<file path="config.mk">
export PLATFORM = sky130hd
export DESIGN_NAME = i2c_master_bit_engine_core
export DESIGN_NICKNAME = d
export VERILOG_FILES = /design/src/hdl/i2cm_pkg.sv /design/src/hdl/i2cm_queue.sv /design/src/hdl/i2cm_front.sv /design/src/hdl/i2cm_back.sv /design/src/hdl/i2c_master_bit_engine_core.sv
export SDC_FILE = /design/constraint.sdc
export NUM_CORES = 1
export LEC_CHECK = 0
export BUFFER_PORTS_ARGS = -buffer_cell sky130_fd_sc_hd__buf_2
export CAP_MARGIN = 20
export CORE_MARGIN = 2
export CORE_UTILIZATION = 30
export DETAILED_ROUTE_END_ITERATION = 8
export MAX_ROUTING_LAYER = met4
export PLACE_DENSITY = 0.46
export SYNTH_ARGS = -nofsm -noshare
export SYNTH_HDL_FRONTEND = slang
export SYNTH_SLANG_ARGS = --single-unit
</file>
<file path="constraint.sdc">
create_clock -name clk -period 9.45 [get_ports clk]
set_clock_uncertainty 0.1 [all_clocks]
set_input_delay 0.4725 -clock clk [delete_from_list [all_inputs] [get_ports clk]]
set_output_delay 0.4725 -clock clk [all_outputs]
set_load 0.01 [all_outputs]
</file>
<file path="src/hdl/i2cm_pkg.sv">
// Shared types and constants for the I2C master bit engine.
// Holds the phase encoding, the queue entry and the configuration bundle.
// No dependencies; every other file in hdl/ refers to it by scoped names.
package i2cm_pkg;

  // Packed widths of the stream payloads (padded to whole bytes).
  localparam int unsigned IN_DATA_W  = 16;
  localparam int unsigned OUT_DATA_W = 16;

  // Command codes carried in the action field.
  localparam logic [2:0] ACT_START    = 3'd0;
  localparam logic [2:0] ACT_STOP     = 3'd1;
  localparam logic [2:0] ACT_WRITE    = 3'd2;
  localparam logic [2:0] ACT_READ     = 3'd3;
  localparam logic [2:0] ACT_WAIT_ACK = 3'd4;

  // Sequencer phases, one-hot.
  typedef enum logic [22:0] {
    PH_IDLE = 23'h000001,
    PH_ST0  = 23'h000002,
    PH_ST1  = 23'h000004,
    PH_ST2  = 23'h000008,
    PH_ST3  = 23'h000010,
    PH_SP0  = 23'h000020,
    PH_SP1  = 23'h000040,
    PH_SP2  = 23'h000080,
    PH_WR0  = 23'h000100,
    PH_WR1  = 23'h000200,
    PH_WR2  = 23'h000400,
    PH_WR3  = 23'h000800,
    PH_RD0  = 23'h001000,
    PH_RD1  = 23'h002000,
    PH_RD2  = 23'h004000,
    PH_AK0  = 23'h008000,
    PH_AK1  = 23'h010000,
    PH_AK2  = 23'h020000,
    PH_AK3  = 23'h040000,
    PH_AK4  = 23'h080000,
    PH_WK0  = 23'h100000,
    PH_WK1  = 23'h200000,
    PH_WK2  = 23'h400000
  } phase_t;

  // One classified tick as it waits between front and back.
  typedef struct packed {
    logic       cmd_ok;      // a legal command was offered on this tick
    phase_t     start_ph;    // first phase of that command
    logic [7:0] write_byte;
    logic       send_ack;
    logic       sda_in;
  } item_t;

  // Timing registers seen by the sequencer.
  typedef struct packed {
    logic [15:0] half_delay;
    logic [7:0]  tail_delay;
    logic [7:0]  ack_timeout;
  } cfg_t;

endpackage

</file>
<file path="src/hdl/i2cm_queue.sv">
// Small FIFO of classified ticks between the front and the back.
// Depends on i2cm_pkg for the entry type.
module i2cm_queue #(
  parameter int unsigned DEPTH = 2
) (
  input  logic           clk,
  input  logic           rst_n,
  input  logic           push,
  input  i2cm_pkg::item_t push_item,
  output logic           full,
  input  logic           pop,
  output logic           nonempty,
  output i2cm_pkg::item_t pop_item
);

  localparam int unsigned AW = (DEPTH > 1) ? $clog2(DEPTH) : 1;
  localparam int unsigned CW = $clog2(DEPTH + 1);

  i2cm_pkg::item_t store_r [DEPTH];
  logic [AW-1:0]   wr_ptr_r, wr_ptr_nxt;
  logic [AW-1:0]   rd_ptr_r, rd_ptr_nxt;
  logic [CW-1:0]   count_r,  count_nxt;

  assign full     = (count_r == CW'(DEPTH));
  assign nonempty = (count_r != '0);
  assign pop_item = store_r[rd_ptr_r];

  // Pointer wrap and occupancy.
  always_comb begin
    wr_ptr_nxt = wr_ptr_r;
    rd_ptr_nxt = rd_ptr_r;
    count_nxt  = count_r;
    if (push) begin
      wr_ptr_nxt = (wr_ptr_r == AW'(DEPTH - 1)) ? '0 : wr_ptr_r + AW'(1);
    end
    if (pop) begin
      rd_ptr_nxt = (rd_ptr_r == AW'(DEPTH - 1)) ? '0 : rd_ptr_r + AW'(1);
    end
    if (push && !pop) begin
      count_nxt = count_r + CW'(1);
    end else if (pop && !push) begin
      count_nxt = count_r - CW'(1);
    end
  end

  always_ff @(posedge clk) begin
    if (!rst_n) begin
      wr_ptr_r <= '0;
      rd_ptr_r <= '0;
      count_r  <= '0;
    end else begin
      wr_ptr_r <= wr_ptr_nxt;
      rd_ptr_r <= rd_ptr_nxt;
      count_r  <= count_nxt;
    end
  end

  // Entry storage needs no reset.
  always_ff @(posedge clk) begin
    if (push) begin
      store_r[wr_ptr_r] <= push_item;
    end
  end

endmodule

</file>
<file path="src/hdl/i2cm_front.sv">
// Input side of the I2C master bit engine: unpacks each tick and decodes its command.
// Depends on i2cm_pkg; feeds i2cm_queue.
module i2cm_front (
  input  logic                           in_tvalid,
  output logic                           in_tready,
  input  logic [i2cm_pkg::IN_DATA_W-1:0] in_tdata,
  input  logic                           in_tuser,
  input  logic                           q_full,
  output logic                           q_push,
  output i2cm_pkg::item_t                q_item
);

  logic [2:0] action;

  assign action    = in_tdata[2:0];
  assign in_tready = !q_full;
  assign q_push    = in_tvalid && !q_full;

  // Classify the offered command and pick the phase it starts in.
  always_comb begin
    q_item.write_byte = in_tdata[10:3];
    q_item.send_ack   = in_tdata[11];
    q_item.sda_in     = in_tdata[12];
    q_item.cmd_ok     = in_tuser;
    q_item.start_ph   = i2cm_pkg::PH_IDLE;
    case (action)
      i2cm_pkg::ACT_START:    q_item.start_ph = i2cm_pkg::PH_ST0;
      i2cm_pkg::ACT_STOP:     q_item.start_ph = i2cm_pkg::PH_SP0;
      i2cm_pkg::ACT_WRITE:    q_item.start_ph = i2cm_pkg::PH_WR0;
      i2cm_pkg::ACT_READ:     q_item.start_ph = i2cm_pkg::PH_RD0;
      i2cm_pkg::ACT_WAIT_ACK: q_item.start_ph = i2cm_pkg::PH_WK0;
      default:                q_item.cmd_ok   = 1'b0;
    endcase
  end

endmodule

</file>
<file path="src/hdl/i2cm_back.sv">
// Phase sequencer of the I2C master bit engine plus the result register.
// Uses i2cm_pkg; takes ticks from i2cm_queue, one per cycle unless stalled.
module i2cm_back (
  input  logic                            clk,
  input  logic                            rst_n,
  input  i2cm_pkg::cfg_t                  cfg,
  input  logic                            q_valid,
  input  i2cm_pkg::item_t                 q_item,
  output logic                            q_pop,
  output logic                            out_tvalid,
  input  logic                            out_tready,
  output logic [i2cm_pkg::OUT_DATA_W-1:0] out_tdata
);

  i2cm_pkg::phase_t phase_r, phase_nxt;
  logic [3:0]  bit_count_r, bit_count_nxt;
  logic [15:0] delay_count_r, delay_count_nxt;
  logic [7:0]  poll_count_r, poll_count_nxt;
  logic [7:0]  shift_byte_r, shift_byte_nxt;
  logic        ack_choice_r, ack_choice_nxt;
  logic [7:0]  read_hold_r, read_hold_nxt;
  logic        ack_flag_r, ack_flag_nxt;
  logic        scl_r, scl_nxt;
  logic        sda_r, sda_nxt;
  logic        sda_en_r, sda_en_nxt;
  logic        done_nxt;
  logic        enter;
  i2cm_pkg::phase_t enter_ph;
  logic [15:0] wait_ticks;
  logic        step;
  logic        out_valid_r;
  logic [i2cm_pkg::OUT_DATA_W-1:0] out_data_r;

  // A tick advances when one is queued and the result slot is free.
  assign step       = q_valid && (!out_valid_r || out_tready);
  assign q_pop      = step;
  assign out_tvalid = out_valid_r;
  assign out_tdata  = out_data_r;

  // One tick of the sequencer.
  always_comb begin
    phase_nxt       = phase_r;
    bit_count_nxt   = bit_count_r;
    delay_count_nxt = delay_count_r;
    poll_count_nxt  = poll_count_r;
    shift_byte_nxt  = shift_byte_r;
    ack_choice_nxt  = ack_choice_r;
    read_hold_nxt   = read_hold_r;
    ack_flag_nxt    = ack_flag_r;
    scl_nxt         = scl_r;
    sda_nxt         = sda_r;
    sda_en_nxt      = sda_en_r;
    done_nxt        = 1'b0;
    enter           = 1'b0;
    enter_ph        = i2cm_pkg::PH_IDLE;
    wait_ticks      = cfg.half_delay;

    if (phase_r == i2cm_pkg::PH_IDLE) begin
      // Launch a command.
      if (q_item.cmd_ok) begin
        bit_count_nxt  = 4'd0;
        ack_choice_nxt = q_item.send_ack;
        if (q_item.start_ph == i2cm_pkg::PH_WR0) begin
          shift_byte_nxt = q_item.write_byte;
        end
        enter    = 1'b1;
        enter_ph = q_item.start_ph;
      end
    end else if (phase_r == i2cm_pkg::PH_WK1) begin
      // Poll SDA with SCL high until the slave pulls it low or time runs out.
      if (!q_item.sda_in) begin
        ack_flag_nxt = 1'b1;
        enter        = 1'b1;
        enter_ph     = i2cm_pkg::PH_WK2;
      end else if (poll_count_r >= cfg.ack_timeout) begin
        ack_flag_nxt = 1'b0;
        enter        = 1'b1;
        enter_ph     = i2cm_pkg::PH_WK2;
      end else begin
        poll_count_nxt = poll_count_r + 8'd1;
      end
    end else if (delay_count_r != 16'd0) begin
      delay_count_nxt = delay_count_r - 16'd1;
    end else begin
      // Wait over: choose the following phase.
      enter = 1'b1;
      case (phase_r)
        i2cm_pkg::PH_ST0: enter_ph = i2cm_pkg::PH_ST1;
        i2cm_pkg::PH_ST1: enter_ph = i2cm_pkg::PH_ST2;
        i2cm_pkg::PH_ST2: enter_ph = i2cm_pkg::PH_ST3;
        i2cm_pkg::PH_SP0: enter_ph = i2cm_pkg::PH_SP1;
        i2cm_pkg::PH_SP1: enter_ph = i2cm_pkg::PH_SP2;
        i2cm_pkg::PH_WR0: enter_ph = i2cm_pkg::PH_WR1;
        i2cm_pkg::PH_WR1: enter_ph = i2cm_pkg::PH_WR2;
        i2cm_pkg::PH_WR2: begin
          shift_byte_nxt = {shift_byte_r[6:0], 1'b0};
          bit_count_nxt  = bit_count_r + 4'd1;
          enter_ph = (bit_count_nxt >= 4'd8) ? i2cm_pkg::PH_WR3 : i2cm_pkg::PH_WR0;
        end
        i2cm_pkg::PH_RD0: enter_ph = i2cm_pkg::PH_RD1;
        i2cm_pkg::PH_RD1: begin
          shift_byte_nxt = {shift_byte_r[6:0], q_item.sda_in};
          bit_count_nxt  = bit_count_r + 4'd1;
          if (bit_count_nxt >= 4'd8) begin
            read_hold_nxt = shift_byte_nxt;
          end
          enter_ph = i2cm_pkg::PH_RD2;
        end
        i2cm_pkg::PH_RD2: begin
          enter_ph = (bit_count_r >= 4'd8) ? i2cm_pkg::PH_AK0 : i2cm_pkg::PH_RD1;
        end
        i2cm_pkg::PH_AK0: enter_ph = i2cm_pkg::PH_AK1;
        i2cm_pkg::PH_AK1: enter_ph = i2cm_pkg::PH_AK2;
        i2cm_pkg::PH_AK2: begin
          enter_ph = ack_choice_r ? i2cm_pkg::PH_AK3 : i2cm_pkg::PH_AK4;
        end
        i2cm_pkg::PH_AK3: enter_ph = i2cm_pkg::PH_AK4;
        i2cm_pkg::PH_WK0: enter_ph = i2cm_pkg::PH_WK1;
        default: begin
          // Last phase of a command: finish.
          enter           = 1'b0;
          phase_nxt       = i2cm_pkg::PH_IDLE;
          delay_count_nxt = 16'd0;
          done_nxt        = 1'b1;
        end
      endcase
    end

    // Entering a phase sets its pins and loads its wait.
    if (enter) begin
      phase_nxt = enter_ph;
      case (enter_ph)
        i2cm_pkg::PH_ST1: begin
          sda_en_nxt = 1'b1;
          sda_nxt    = 1'b1;
          scl_nxt    = 1'b1;
        end
        i2cm_pkg::PH_ST2: sda_nxt = 1'b0;
        i2cm_pkg::PH_ST3: begin
          scl_nxt    = 1'b0;
          wait_ticks = 16'd0;
        end
        i2cm_pkg::PH_SP0: begin
          sda_nxt    = 1'b0;
          sda_en_nxt = 1'b1;
        end
        i2cm_pkg::PH_SP1: scl_nxt = 1'b1;
        i2cm_pkg::PH_SP2: sda_nxt = 1'b1;
        i2cm_pkg::PH_WR0: begin
          sda_en_nxt = 1'b1;
          scl_nxt    = 1'b0;
        end
        i2cm_pkg::PH_WR1: sda_nxt = shift_byte_nxt[7];
        i2cm_pkg::PH_WR2: scl_nxt = 1'b1;
        i2cm_pkg::PH_WR3: begin
          scl_nxt    = 1'b0;
          sda_en_nxt = 1'b0;
          wait_ticks = 16'd0;
        end
        i2cm_pkg::PH_RD0: begin
          sda_en_nxt = 1'b0;
          scl_nxt    = 1'b0;
        end
        i2cm_pkg::PH_RD1: scl_nxt = 1'b1;
        i2cm_pkg::PH_RD2: scl_nxt = 1'b0;
        i2cm_pkg::PH_AK0: begin
          sda_en_nxt = 1'b1;
          sda_nxt    = !ack_choice_nxt;
        end
        i2cm_pkg::PH_AK1: scl_nxt = 1'b1;
        i2cm_pkg::PH_AK2: scl_nxt = 1'b0;
        i2cm_pkg::PH_AK3: sda_nxt = 1'b1;
        i2cm_pkg::PH_AK4: wait_ticks = {8'd0, cfg.tail_delay};
        i2cm_pkg::PH_WK0: sda_en_nxt = 1'b0;
        i2cm_pkg::PH_WK1: begin
          scl_nxt        = 1'b1;
          poll_count_nxt = 8'd0;
          wait_ticks     = 16'd0;
        end
        i2cm_pkg::PH_WK2: begin
          scl_nxt    = 1'b0;
          wait_ticks = {8'd0, cfg.tail_delay};
        end
        i2cm_pkg::PH_ST0: wait_ticks = cfg.half_delay;
        default: wait_ticks = 16'd0;
      endcase
      delay_count_nxt = wait_ticks;
    end
  end

  // Sequencer state advances only on a tick taken from the queue.
  always_ff @(posedge clk) begin
    if (!rst_n) begin
      phase_r       <= i2cm_pkg::PH_IDLE;
      bit_count_r   <= 4'd0;
      delay_count_r <= 16'd0;
      poll_count_r  <= 8'd0;
      shift_byte_r  <= 8'd0;
      ack_choice_r  <= 1'b0;
      read_hold_r   <= 8'd0;
      ack_flag_r    <= 1'b0;
      scl_r         <= 1'b1;
      sda_r         <= 1'b1;
      sda_en_r      <= 1'b0;
    end else if (step) begin
      phase_r       <= phase_nxt;
      bit_count_r   <= bit_count_nxt;
      delay_count_r <= delay_count_nxt;
      poll_count_r  <= poll_count_nxt;
      shift_byte_r  <= shift_byte_nxt;
      ack_choice_r  <= ack_choice_nxt;
      read_hold_r   <= read_hold_nxt;
      ack_flag_r    <= ack_flag_nxt;
      scl_r         <= scl_nxt;
      sda_r         <= sda_nxt;
      sda_en_r      <= sda_en_nxt;
    end
  end

  // Result register: holds a finished tick until the receiver takes it.
  always_ff @(posedge clk) begin
    if (!rst_n) begin
      out_valid_r <= 1'b0;
    end else if (step) begin
      out_valid_r <= 1'b1;
    end else if (out_tready) begin
      out_valid_r <= 1'b0;
    end
  end

  always_ff @(posedge clk) begin
    if (step) begin
      out_data_r <= {2'b00, ack_flag_nxt, read_hold_nxt, done_nxt,
                     (phase_nxt != i2cm_pkg::PH_IDLE), sda_en_nxt, sda_nxt, scl_nxt};
    end
  end

  // A legal command taken while idle always leaves idle.
  assert property (@(posedge clk) disable iff (!rst_n)
    step && (phase_r == i2cm_pkg::PH_IDLE) && q_item.cmd_ok |=> phase_r != i2cm_pkg::PH_IDLE)
    else $error("command accepted while idle did not start a sequence");

  // A sequence finishes only from one of the closing phases.
  assert property (@(posedge clk) disable iff (!rst_n)
    step && done_nxt |-> (phase_r == i2cm_pkg::PH_ST3) || (phase_r == i2cm_pkg::PH_SP2) ||
      (phase_r == i2cm_pkg::PH_WR3) || (phase_r == i2cm_pkg::PH_AK4) ||
      (phase_r == i2cm_pkg::PH_WK2))
    else $error("sequence finished from a non-closing phase");

  // The bit counter never runs past one byte.
  assert property (@(posedge clk) disable iff (!rst_n)
    bit_count_r <= 4'd8)
    else $error("bit counter past eight");

  // Polling stops once the timeout count is reached.
  assert property (@(posedge clk) disable iff (!rst_n)
    phase_r == i2cm_pkg::PH_WK1 |-> poll_count_r <= cfg.ack_timeout)
    else $error("acknowledge poll ran past its timeout");

endmodule

</file>
<file path="src/hdl/i2c_master_bit_engine_core.sv">
// Top level of the I2C master bit engine: timing registers on an APB-style port,
// tick front end, tick queue and phase sequencer.
// Depends on i2cm_pkg, i2cm_front, i2cm_queue and i2cm_back.
//
// Usage: every transfer on the in_ channel is one tick of the bus sequencer. It carries
// the sampled SDA level and, flagged by in_tuser, a command (start, stop, write byte,
// read byte with ACK or NACK, wait for ACK) that is taken only when the engine is idle;
// a command offered while busy, or with an undefined action code, is dropped.
// Every input tick yields exactly one out_ transfer with the SCL level, the SDA level and
// drive enable, busy, done, the last byte read and the last acknowledge result.
// Throughput: one tick per clock cycle while out_tready is high. An accepted tick is
// first written into the queue, then the sequencer step loads its result into the
// result register. Stalls: while out_tready is low the result register holds; the
// queue of QUEUE_DEPTH ticks keeps taking input until full, then in_tready drops.
// Reset (rst_n low, synchronous): sequencer idle with SCL high and SDA released, queue
// empty, half_delay 10, tail_delay 80, ack_timeout 250.
// Registers (byte address): half_delay 0x0, tail_delay 0x4, ack_timeout 0x8; write
// them only while the engine is idle.
module i2c_master_bit_engine_core #(
  parameter int unsigned QUEUE_DEPTH = 2
) (
  input  logic        clk,
  input  logic        rst_n,
  // Input ticks. tdata: action[2:0], write_byte[10:3], send_ack[11], sda_in[12], zero.
  input  logic        in_tvalid,
  output logic        in_tready,
  input  logic [i2cm_pkg::IN_DATA_W-1:0]  in_tdata,
  // tuser: cmd_valid[0].
  input  logic        in_tuser,
  // Results. tdata: scl_level[0], sda_level[1], sda_drive_enable[2], busy_res[3],
  // done_res[4], read_data[12:5], ack_seen[13], zero.
  output logic        out_tvalid,
  input  logic        out_tready,
  output logic [i2cm_pkg::OUT_DATA_W-1:0] out_tdata,
  // Configuration.
  input  logic        cfg_psel,
  input  logic        cfg_penable,
  input  logic        cfg_pwrite,
  input  logic [3:0]  cfg_paddr,
  input  logic [31:0] cfg_pwdata,
  output logic [31:0] cfg_prdata,
  output logic        cfg_pready
);

  localparam logic [1:0] REG_HALF_DELAY  = 2'd0;
  localparam logic [1:0] REG_TAIL_DELAY  = 2'd1;
  localparam logic [1:0] REG_ACK_TIMEOUT = 2'd2;

  i2cm_pkg::cfg_t  cfg_r;
  i2cm_pkg::item_t push_item;
  i2cm_pkg::item_t pop_item;
  logic            q_full;
  logic            q_push;
  logic            q_pop;
  logic            q_nonempty;
  logic            cfg_wr;
  logic [1:0]      reg_index;

  assign cfg_pready = 1'b1;
  assign reg_index  = cfg_paddr[3:2];
  assign cfg_wr     = cfg_psel && cfg_penable && cfg_pwrite && cfg_pready;

  // Register writes.
  always_ff @(posedge clk) begin
    if (!rst_n) begin
      cfg_r.half_delay  <= 16'd10;
      cfg_r.tail_delay  <= 8'd80;
      cfg_r.ack_timeout <= 8'd250;
    end else if (cfg_wr) begin
      case (reg_index)
        REG_HALF_DELAY:  cfg_r.half_delay  <= cfg_pwdata[15:0];
        REG_TAIL_DELAY:  cfg_r.tail_delay  <= cfg_pwdata[7:0];
        REG_ACK_TIMEOUT: cfg_r.ack_timeout <= cfg_pwdata[7:0];
        default: ;
      endcase
    end
  end

  // Register reads.
  always_comb begin
    case (reg_index)
      REG_HALF_DELAY:  cfg_prdata = {16'd0, cfg_r.half_delay};
      REG_TAIL_DELAY:  cfg_prdata = {24'd0, cfg_r.tail_delay};
      REG_ACK_TIMEOUT: cfg_prdata = {24'd0, cfg_r.ack_timeout};
      default:         cfg_prdata = 32'd0;
    endcase
  end

  i2cm_front u_front (
    .in_tvalid (in_tvalid),
    .in_tready (in_tready),
    .in_tdata  (in_tdata),
    .in_tuser  (in_tuser),
    .q_full    (q_full),
    .q_push    (q_push),
    .q_item    (push_item)
  );

  i2cm_queue #(
    .DEPTH (QUEUE_DEPTH)
  ) u_queue (
    .clk       (clk),
    .rst_n     (rst_n),
    .push      (q_push),
    .push_item (push_item),
    .full      (q_full),
    .pop       (q_pop),
    .nonempty  (q_nonempty),
    .pop_item  (pop_item)
  );

  i2cm_back u_back (
    .clk        (clk),
    .rst_n      (rst_n),
    .cfg        (cfg_r),
    .q_valid    (q_nonempty),
    .q_item     (pop_item),
    .q_pop      (q_pop),
    .out_tvalid (out_tvalid),
    .out_tready (out_tready),
    .out_tdata  (out_tdata)
  );

endmodule

</file>
==> metrics.md, run 1 <==
| Metric | Value |
|---|---|
| Boundary Pins | 111 |
| Synth top area share | 23.8% |
| Total power draw | 3.42 mW |
| Initial antenna violation count | 0 |
| Main flop type after synthesis | dfxtp_1 |
| WL final | 28500 µm |
| Die area | between 30000 and 40000 µm² |
| Clock sink total | 158 |
| Peak VDD IR | between 200 and 250 µV |
| Layout cells sized above 1 | 17.2% |
| Vias | 8100 |
| Tot GR Track Use | around 18% |
| RSZ-0062 raised after global routing | false |
| Clock group share of total power | 21.3% |
| Switching Share | 47.6% |
| Fin Setup TNS | 0 ns |
| Final period util | a little under half |
| Sequential Power Share | 27.1% |
| GRT overflow | 0 |
| PwrDens | 328 nW/µm² |
| Most common cell after layout, fill and taps aside | nand2_1 |
| Pint | approximately 1.8 mW |
| First-pass GRT wire length | 44400 µm |
| Final Critical Period | 4.29 ns |
| Critical path type | reg2reg |
| Seq cells post-synth | 158 |
| HPWL after DPL | 20800 µm |
| Hold crit path type | in2reg |
| CP Launch Type | register |
| Post-synth top area cell | dfxtp_1 |
| Vias in the first global route | 7486 |
| Buffer count from post-CTS setup fixing | 0 |
| Fillers | around 3200 |
| Crit path DAT | between 4 and 5 ns |
| Largest net degree at the start of global routing | between 80 and 90 |
| Layout area overhead | 13.0% |
| Commonest cells after routing, fill and taps aside | nand2_1, dfxtp_1, nor2_1 |
| CP max FO | 14 |
| Core area | 30400 µm² |
| Residual DRC | 0 |
| Count of pins over their slew limit | 0 |
| Drt first-iter violations | 642 |
| Worst-margin pin slew | 1.09 ns |
| FFs w/ async S/R, synth | 0% |
| Syn. warnings | 0 |
| Initial core utilization | a little under a third |
| Avg Synthesized Cell Area | about 8.7 µm² |
| Post-Layout Cell Count | roughly 1500 |
| P_leak | 3.95 nW |
| CTS tree | built |
| RePlAce Congestion | roughly 0.95 |
| Met3 Wirelength | around 1300 µm |
| CTS Hold Bufs | 0 |
| Hold_ws | between 0.1 and 0.15 ns |
| Clock transition at path regs | 0.08 ns |
| Status | complete, no violations |
| Critical Path RT | around 10 ns |
| Metal2 WL | 13000 µm |
| Max_slew headroom | 25.5% |
| Nets | 1178 |
| Port bufs | 70 |
| CTS Buf Count | 17 |
| # diodes | 0 |
| WL met1 | between 10000 and 15000 µm |
| Drt first pass iters | 5 |
| Synth unique cells | 95 |
| Post-Synthesis Cells | 1057 |
| Max Fclk | 233 MHz |
| Post-synth EDFFs | between 40 and 50 |
| Drt wl/cell | 18.8 µm |
| Max Cap Violations | 0 |
| Final ANT Viol Nets | 0 |
| Psw | roughly 1.6 mW |
| Worst Setup End Kind | register |
| Endpoints failing setup | 0 |
| Top Metal Used | met4 |
| H-tree depth | 4 |
| Longest Clk Path Bufs | 2 |
| Clock Root Buffer | clkbuf_16 |
| Gates resized, CTS repair | 0 |
| Final hold vios | 0 |
| Number of vias per cell | about 5.4 |
| Die W | 180 µm |
| Site row count | 64 |
| Combinational fraction of design power | 51.6% |
| Area contributors post-synth | dfxtp_1, edfxtp_1, nand2_1, nor2_1, a21oi_1 |
| Later-pin clock latency in the skew report | 0.44 ns |
| Final core occ | 34.3% |
| Die Span Y | 180 µm |
| Mapped Area | a little over 9000 µm² |
| Placed Cells | between 1000 and 1500 |
| Sequential-to-total area share from yosys stat | 39.4% |
-- sequential cells by signal, indices dropped and copies added (netlist names), 4 cells and up, named ones only --
name and flops:
u_back.poll_count_r 8, u_back.read_hold_r 8, u_back.shift_byte_r 8, u_queue.store_r 34
u_back.phase_r 23, u_back.bit_count_r 4, u_back.delay_count_r 16, u_back.out_tdata 14
cfg_r 32
-- logic make-up (layout without fill, tap and decap cells) --
group,after synthesis,after routing,synth area share (%)
mux,39,39,4.48
compound gates,229,229,17.1
buf+inv,91,135,5.77
simple gates,507,507,29.7
xor+xnor,18,18,1.71
other cells,2,19,0.0813
flops,158,158,39.4
fa+ha+maj,13,13,1.76
-- through the flow --
stage | worst slack [ns] | area [µm²]
final | 5.16 | 10400
after global routing | 4.88 | 10400
after CTS | 5.26 | 10400
after detailed placement | 5.31 | 9800
after global placement | 5.30 | 9800
after floorplan | 6.45 | 9310
-- Yosys cell counts (5+ instances only) --
cell type / count
ha_1: 13
a21o_1: 5
o2bb2ai_1: 5
nor2_1: 103
dfxtp_1: 110
buf_6: 10
and2_1: 16
nand4_1: 21
o31ai_1: 11
clkbuf_1: 31
mux2_2: 19
or3_1: 16
edfxtp_1: 48
o211ai_1: 10
mux2i_1: 20
nor4b_1: 5
inv_1: 17
nand2_1: 141
xor2_1: 13
nor4_4: 7
nor3_1: 45
xnor2_1: 5
o21a_1: 7
a211oi_1: 14
or4_1: 5
o22ai_1: 5
o21ai_0: 39
a31oi_1: 5
nand3b_1: 5
buf_4: 23
and3_1: 14
nand3_1: 33
nor4_1: 20
a21oi_1: 67
a22oi_1: 13
nor3b_1: 10
nand2b_1: 10
nor2b_1: 8
-- routing by layer --
| metal | global-route usage (%) | vias up |
|---|---|---|
| met5 | - | - |
| met4 | 4.85 | 0 |
| met3 | 2.41 | 26 |
| met2 | 27.2 | 216 |
| met1 | 25.0 | 3887 |
| li1 | - | 3971 |
-- final timing paths --
path / from / endpoint / slack (ns) / cells past startpoint
max: u_back.phase_r[17] / u_back.delay_count_r[15] / 5.16 / 9
min: in_tdata[6] / u_queue.store_r[1][5] / 0.12 / 1
max reg2reg: u_back.phase_r[17] / u_back.delay_count_r[15] / 5.16 / 9
min reg2reg: u_back.ack_flag_r / u_back.ack_flag_r / 0.36 / 2
-- critical path, cell delays in order (launching register included) --
cell and delay, ns:
dfxtp_1 0.40, nor4_4 0.64, nand4_2 0.50, nor2_1 0.83, nor3_1 0.13, or3_1 0.43, or4b_1 0.55, o311a_1 0.14
nand3_2 0.28, a41o_1 0.21
-- final cells by class --
| cell class | count | area (µm²) | area share (%) |
|---|---|---|---|
| Clock buffer | 17 | 425 | 4.07 |
| Clock inverter | 15 | 213 | 2.04 |
| Inverter | 18 | 67.6 | 0.647 |
| Multi-Input combinational cell | 825 | 5130 | 49.2 |
| Sequential cell | 158 | 3640 | 34.9 |
| Tap cell | 396 | 495 | 4.74 |
| Timing Repair Buffer | 85 | 463 | 4.43 |
-- power groups by stage --
stage / sequential (mW) / clock [mW] / combinational [mW]
CTS: 0.928 / 0.752 / 1.76
floorplan: 0.922 / 0 / 1.26
global placement: 0.942 / 0 / 1.76
detailed placement: 0.943 / 0 / 1.75
finish: 0.929 / 0.728 / 1.77
global route: 0.947 / 0.775 / 1.92
No activity file was read; power rests on OpenSTA's default activity.
==> inputs of run 2 (changes only) <==
--- a/config.mk
+++ b/config.mk
@@ -5,13 +5,14 @@
 export SDC_FILE = /design/constraint.sdc
 export NUM_CORES = 1
 export LEC_CHECK = 0
+export ABC_AREA = 1
 export BUFFER_PORTS_ARGS = -buffer_cell sky130_fd_sc_hd__buf_2
 export CAP_MARGIN = 20
 export CORE_MARGIN = 2
 export CORE_UTILIZATION = 30
 export DETAILED_ROUTE_END_ITERATION = 8
 export MAX_ROUTING_LAYER = met4
-export PLACE_DENSITY = 0.46
+export PLACE_DENSITY = 0.47
 export SYNTH_ARGS = -nofsm -noshare
 export SYNTH_HDL_FRONTEND = slang
 export SYNTH_SLANG_ARGS = --single-unit
==> constraint.sdc (replaced) <==
create_clock -name clk -period 3.9 [get_ports clk]
set_clock_uncertainty 0.1 [all_clocks]
set_input_delay 0.195 -clock clk [delete_from_list [all_inputs] [get_ports clk]]
set_output_delay 0.195 -clock clk [all_outputs]
set_load 0.01 [all_outputs]
==> run 2 against run 1 <==
  * Synthesized cell count is 9.1% higher
  * Worst hold slack worse by 0.12 ns
  * Non-clock buffer count is 32 higher
  * Worst setup slack worse by 4.7 ns
  * Die area is 4.3% lower
  * Sequential power grew to 2.6 times the previous value
  * Critical path depth is 9 higher
  * Routed wire length is 14% lower
  * Via count is 5.4% lower
  * Flip-flop and latch count stayed put
  * Register-to-register slack worse by 4.7 ns
  * Synthesized area is 4.4% lower
  * Critical path type unchanged
  * Largest cell class unchanged
==> metrics.md, run 2 <==
| Metric | Value |
|---|---|
| # diodes | 0 (unchanged) |
| Sequential-to-total area share from yosys stat | 41.2% (+1.8 points) |
| WL final | 24600 µm (-14%) |
| Post-synth top area cell | dfxtp_1 |
| Combinational fraction of design power | 43.6% (-8.0 points) |
| Max Cap Violations | 0 (unchanged) |
| CP Launch Type | register |
| Clock Root Buffer | clkbuf_16 |
| PwrDens | 699 nW/µm² (+110%) |
| Final WS setup | 0.448 ns (-4.71 ns) |
| Clock group share of total power | 22.9% (+1.6 points) |
| Seq cells post-synth | 158 (unchanged) |
| CP max stage cell | dfxtp_1 |
| Fin Setup TNS | 0 ns (unchanged) |
| Final core occ | 36.2% (+1.9 points) |
| Critical path type | reg2reg |
| Core area | 28900 µm² (-5.2%) |
| Port bufs | 70 (unchanged) |
| Max reg flops | 34 (unchanged) |
| Psw | 3.24 mW (+99%) |
| Layout cells sized above 1 | 17.1% (-0.060 points) |
| Adder-Cell Fraction of Synth Area | 1.84% (+0.081 points) |
| Main combinational cell family by area after synthesis | simple AND/OR/NAND/NOR gates |
| RSZ-0062 raised after global routing | false |
| FFs w/ async S/R, synth | 0% (unchanged) |
| Reg2reg setup slack | 0.45 ns (-4.71 ns) |
| R2r endpoint | u_back.out_tdata[3] |
| CTS tree | built |
| Area contributors post-synth | dfxtp_1, edfxtp_1, inv_1, nand2_1, a21oi_1 |
| Later-pin clock latency in the skew report | 0.44 ns (about the same) |
| Worst Setup End Kind | register |
| Synth Area in Compound Gates | 16.8% (-0.28 points) |
| Synth unique cells | 61 (-36%) |
| CP startpoint | u_back.phase_r[18] |
| Largest regs | u_queue.store_r (34), cfg_r (32), u_back.phase_r (23) |
| CP Cell Sequence | nor2_2 > nand2_2 > nor2_8 > nand2_4 > inv_2 > o21ai_1 > nand2_1 > nor2_4 > nand2_8 > nand2_1 > nand2_2 > o211ai_4 > inv_6 > nand4_1 > o21ai_0 > nor4_1 > and3b_1 > nand3_1 |
| RePlAce Congestion | 0.904 (-4.6%) |
| P_leak | 4.76 nW (+21%) |
| Final hold vios | 0 (unchanged) |
| Drt first pass iters | 5 (unchanged) |
| Syn. warnings | 0 (unchanged) |
| Critical Path RT | 3.97 ns (-5.76 ns) |
| Residual DRC | 0 (unchanged) |
| Drt first-iter violations | 472 (-26%) |
| Design Area, Final | 10500 µm² (+0.17%) |
| Vias in the first global route | 7338 (-2.0%) |
| Max Fclk | 290 MHz (+24%) |
| Post-DP Area | 9580 µm² (-2.3%) |
| Hold crit path type | in2reg |
| Reg with most FFs | u_queue.store_r |
| Status | complete, no violations |
| Final period util | 88.5% (+43 points) |
| Commonest cells after routing, fill and taps aside | inv_1, nand2_1, nor2_1 |
| Setup crit end | u_back.out_tdata[3] |
| Post-Synthesis Cells | 1153 (+9.1%) |
| Reg2Reg Depth | 18 (+9) |
| H-tree depth | 4 (unchanged) |
| Count of pins over their slew limit | 0 (unchanged) |
| GRT overflow | 0 (unchanged) |
| Post-Synth XOR/XNOR Area | 1.09% (-0.62 points) |
| Most common cell after layout, fill and taps aside | inv_1 |
| Synth top area share | 24.9% (+1.1 points) |
| Max_slew headroom | 49.3% (+24 points) |
| Pre-CTS setup slack | 0.443 ns (-4.87 ns) |
| Final Critical Period | 3.45 ns (-0.836 ns) |
| Nets | 1328 (+13%) |
| Largest net degree at the start of global routing | 45 (-46%) |
| CTS Buf Count | 17 (unchanged) |
| First-pass GRT wire length | 39600 µm (-11%) |
| Post-Layout Cell Count | 1652 (+9.1%) |
| Clock sink total | 158 (unchanged) |
| Drt wl/cell | 14.9 µm (-21%) |
| Area share of and/or/nand/nor cells after synthesis | 26.1% (-3.6 points) |
| Post-synth EDFFs | 48 (unchanged) |
| Die W | 176 µm (-2.2%) |
| Tot GR Track Use | 16.8% (-1.1 points) |
| Clock transition at path regs | 0.07 ns (about the same) |
| Worst-margin pin slew | 0.752 ns (-0.338 ns) |
| Final ANT Viol Nets | 0 (unchanged) |
| Avg Synthesized Cell Area | 7.66 µm² (-12%) |
| Die area | 30800 µm² (-4.3%) |
| Site row count | 62 (-3.1%) |
| CP max FO | 17 (+3) |
| CP max stage delay | 0.40 ns (-0.43 ns) |
| Main flop type after synthesis | dfxtp_1 |
| Die Span Y | 176 µm (-2.2%) |
| Longest Clk Path Bufs | 2 (unchanged) |
| Placed Cells | 1592 (+7.4%) |
| Switching Share | 44.3% (-3.3 points) |
| Multiplexer share of the synthesized area | 1.47% (-3.0 points) |
| HPWL after DPL | 18200 µm (-13%) |
| Peak VDD IR | 272 µV (+30%) |
| Commonest cells post-synth | inv_1, nand2_1, nor2_1 |
| Initial antenna violation count | 0 (unchanged) |
| Critical R2R Launch | u_back.phase_r[18] |
| Pint | 4.08 mW (+130%) |
| Mapped Area | 8840 µm² (-4.4%) |
| Initial core utilization | 30.6% (+0.24 points) |
| Boundary Pins | 111 (unchanged) |
| Buffer count from post-CTS setup fixing | 0 (unchanged) |
| Crit path DAT | 3.53 ns (-1.04 ns) |
| Sequential Power Share | 33.5% (+6.4 points) |
| Number of vias per cell | 4.64 (-13%) |
| Layout area overhead | 18.4% |
| Vias | 7662 (-5.4%) |
| Endpoints failing setup | 0 (unchanged) |
| Count leader, synth | inv_1 |
-- run 2: kinds of logic (layout without fill, tap and decap cells) --
group,after synthesis,count (layout)
AND/OR/NAND/NOR,456,456
AO/OA/AOI/OAI,264,264
buffers and inverters,236,334
flip-flops,158,158
adder cells (fa/ha/maj),13,13
multiplexers,13,13
XOR/XNOR,11,11
other,2,19
-- run 2: power groups by stage --
stage                     sequential [mW]  clock, mW  combinational (mW)
after floorplan                      2.43          0                2.36
after global placement               2.48          0                3.16
after detailed placement             2.47          0                3.17
after CTS                            2.45       1.72                3.21
after global routing                 2.50       1.78                3.61
final                                2.45       1.68                3.19
-- run 2: repair_timing --
item / 4_1_cts / 5_1_grt
hold endpoints to repair: 56 / 0
hold buffers: 28 / 0
gates resized for setup: 0 / 0
-- run 2: metal layers --
layer  GRT usage (%)  vias up  part of all wire, %
met3            2.27       33                  3.2
met2            26.1      156                   45
met5               -        -                    0
met4            4.82        0                  1.8
met1            22.8     3493                   50
li1                -     3980                    -
-- run 2: how the worst min path moves through the flow --
| stage | cells past startpoint | endpoint | start | slack [ns] |
|---|---|---|---|---|
| 2_1_floorplan | 0 | u_queue.store_r[0][0] | in_tdata[12] | 0.19 |
| 3_3_place_gp | 1 | u_queue.store_r[0][8] | in_tdata[9] | 0.28 |
| 3_5_place_dp | 1 | u_queue.store_r[0][9] | in_tdata[10] | 0.29 |
| 4_1_cts | 3 | u_queue.store_r[1][31] | in_tuser | 0.0008 |
| 5_1_grt | 3 | u_queue.store_r[1][31] | in_tuser | 0.01 |
| 6_report | 4 | u_back.out_tvalid | out_tready | 0.007 |
-- run 2: layout make-up --
type                       count  area [µm²]
clock buffer                  17         425
clock inverter                15         171
fill                        3079       18400
inverter                     185         707
multi-input combinational    776        4260
sequential                   158        3640
tap                          384         480
timing repair buffer         117         773
-- run 2: stage by stage --
step	total power [mW]	hold slack (ns)
6_report	7.31	0.00674
5_1_grt	7.88	0.0100
4_1_cts	7.38	0.000815
3_5_place_dp	5.65	0.292
3_3_place_gp	5.64	0.285
2_1_floorplan	4.78	0.194
-- run 2: worst max-delay path: cells and delay by family (launching register included) --
kind	cells	cell delay (ns)
AOI/OAI and AO/OA	3	0.58
buffers and inverters	2	0.22
DFF	1	0.40
and+or+nand+nor	13	1.87
==> inputs of run 3 (changes only) <==
--- a/config.mk
+++ b/config.mk
@@ -8,7 +8,6 @@
 export ABC_AREA = 1
 export BUFFER_PORTS_ARGS = -buffer_cell sky130_fd_sc_hd__buf_2
 export CAP_MARGIN = 20
-export CORE_MARGIN = 2
 export CORE_UTILIZATION = 30
 export DETAILED_ROUTE_END_ITERATION = 8
 export MAX_ROUTING_LAYER = met4
==> run 3 against run 2 <==
  * Via count decreased by 0.47%
  * Count of clock-buffer cells in the layout unchanged
  * Utilization about the same
  * Fmax increased by 0.31%
  * Worst hold slack improved by 0.0091 ns
  * First-iteration DRC count increased by 14%
  * Worst setup slack improved by 0.011 ns
  * Sequential share of layout area about the same
  * Global-route usage about the same
  * Sequential power about the same
  * Final area about the same
  * Final cell count decreased by 0.12%
  * Largest power group unchanged
==> metrics.md, run 3 (synthesis gave the netlist of run 2 again) <==
| Metric | Value |
|---|---|
| Status | complete, no violations |
| Site row count | 62 (unchanged) |
| # diodes | 0 (unchanged) |
| Critical path type | reg2reg |
| Post-DP Area | 9560 µm² (-0.24%) |
| Die W | 174 µm (-1.1%) |
| Drt wl/cell | 14.6 µm (-2.0%) |
| Max Fclk | 291 MHz (+0.31%) |
| Initial core utilization | 30.6% (unchanged) |
| Top Family by Delay on Critical Path | simple AND/OR/NAND/NOR gates |
| Residual DRC | 0 (unchanged) |
| Number of vias per cell | 4.62 (-0.35%) |
| HPWL after DPL | 17800 µm (-1.9%) |
| Die area | 30100 µm² (-2.3%) |
| Clock sink total | 158 (unchanged) |
| Fin Setup TNS | 0 ns (unchanged) |
| Critical path buffers and inverters | 2 (unchanged) |
| Total power draw | 7.29 mW (-0.35%) |
| Final period util | 88.2% (-0.27 points) |
| Pre-CTS setup slack | 0.463 ns (+0.0204 ns) |
| CTS Buf Count | 17 (unchanged) |
| Reg with most FFs | u_queue.store_r |
| CP Launch Type | register |
| Design Area, Final | 10500 µm² (about the same) |
| Commonest cells after routing, fill and taps aside | inv_1, nand2_1, nor2_1 |
| GRT overflow | 0 (unchanged) |
| CP most frequent cell | nand2_1 |
| Max Cap Violations | 0 (unchanged) |
| Later-pin clock latency in the skew report | 0.44 ns (about the same) |
| Clock Root Buffer | clkbuf_16 |
| Max_slew headroom | 48.5% (-0.80 points) |
| CP max FO | 16 (-1) |
| RSZ-0062 raised after global routing | false |
| Worst-margin pin slew | 0.772 ns (+0.0200 ns) |
| Hold crit path type | in2reg |
| Boundary Pins | 111 (unchanged) |
| CP Cell Sequence | inv_1 > ha_1 > nand2_2 > nor3_4 > nand2_2 > nor2_2 > nand2_1 > nor2_4 > inv_2 > a21oi_4 > nand2_1 > nand2_1 > nor3_1 > nand2_2 > nand3_2 > nor2_2 > nand3_4 > nand2_1 > nand2_1 > nand2_1 > a21oi_1 |
| Layout area overhead | 18.4% (about the same) |
| CTS tree | built |
| Final Critical Period | 3.44 ns (-0.0106 ns) |
| Clock transition at path regs | 0.07 ns (about the same) |
| Max reg flops | 34 (unchanged) |
| Post-Layout Cell Count | 1650 (-0.12%) |
| PwrDens | 696 nW/µm² (-0.38%) |
| CP max stage cell | dfxtp_1 |
| Worst Setup End Kind | register |
| P_leak | 4.76 nW (about the same) |
| Initial antenna violation count | 0 (unchanged) |
| Final core occ | 36.3% (about the same) |
| Most common cell after layout, fill and taps aside | inv_1 |
| Hold_ws | 0.0159 ns (+0.00912 ns) |
| Tot GR Track Use | 16.8% (about the same) |
| H-tree depth | 4 (unchanged) |
| Longest Clk Path Bufs | 2 (unchanged) |
| Die Span Y | 174 µm (-1.1%) |
| Port bufs | 70 (unchanged) |
| WL final | 24100 µm (-2.2%) |
| Vias in the first global route | 7231 (-1.5%) |
| Nets | 1326 (-0.15%) |
| Endpoints failing setup | 0 (unchanged) |
| RePlAce Congestion | 0.902 (-0.17%) |
| Placed Cells | 1589 (-0.19%) |
| Core area | 28900 µm² (unchanged) |
| Final hold vios | 0 (unchanged) |
| First-pass GRT wire length | 38800 µm (-2.1%) |
| Final ANT Viol Nets | 0 (unchanged) |
| Drt first-iter violations | 537 (+14%) |
| Crit path DAT | 3.64 ns (+0.11 ns) |
| Critical Path RT | 4.10 ns (+0.13 ns) |
| Largest net degree at the start of global routing | 45 (unchanged) |
| Count of pins over their slew limit | 0 (unchanged) |
| Peak VDD IR | 327 µV (+21%) |
| Vias | 7626 (-0.47%) |
| Final WS setup | 0.459 ns (+0.0106 ns) |
| Drt first pass iters | 5 (unchanged) |
| Buffer count from post-CTS setup fixing | 0 (unchanged) |
| Layout cells sized above 1 | 16.9% (-0.21 points) |
| CP max stage delay | 0.31 ns (-0.09 ns) |
| Largest regs | u_queue.store_r (34), cfg_r (32), u_back.phase_r (23) |
-- run 3: final timing paths --
kind                           startpoint  cells after the start                      end  slack, ns
setup / recovery  u_back.delay_count_r[0]                     21  u_back.delay_count_r[6]       0.46
hold / removal                   in_tuser                      3   u_queue.store_r[1][31]       0.02
setup reg to reg  u_back.delay_count_r[0]                     21  u_back.delay_count_r[6]       0.46
hold reg to reg          u_queue.rd_ptr_r                      1         u_queue.rd_ptr_r       0.37
-- run 3: worst register-to-register path, cell delays in order, from the launching register on --
cell and delay, ns:
dfxtp_1 0.31, inv_1 0.08, ha_1 0.20, nand2_2 0.10, nor3_4 0.18, nand2_2 0.11
nor2_2 0.12, nand2_1 0.13, nor2_4 0.26, inv_2 0.10, a21oi_4 0.21, nand2_1 0.19
nand2_1 0.19, nor3_1 0.08, nand2_2 0.09, nand3_2 0.09, nor2_2 0.17, nand3_4 0.26
nand2_1 0.16, nand2_1 0.07, nand2_1 0.06, a21oi_1 0.05
-- run 3: repair_timing --
item | CTS | global route
hold endpoints to repair | 60 | 0
resized for setup | 0 | 0
endpoints found under the setup margin | 0 | 0
hold buffers | 29 | 0
-- run 3: layout make-up --
type                            count  area, µm²
Fill cell                        3093      18400
Multi-Input combinational cell    776       4260
Sequential cell                   158       3640
Timing Repair Buffer              115        761
Inverter                          185        707
Tap cell                          384        480
Clock buffer                       17        425
Clock inverter                     15        188
-- run 3: power breakdown --
part / internal (mW) / switching (mW)
Sequential: 2.14 / 0.300
Combinational: 1.07 / 2.06
Clock: 0.871 / 0.842
Total: 4.08 / 3.21
-- run 3: metal layers --
metal	part of all wire (%)	up-vias	track usage, %
met1	50	3514	22.2
met4	1.4	0	4.64
met5	0	-	-
li1	-	3955	-
met2	46	137	26.8
met3	2.9	20	2.32
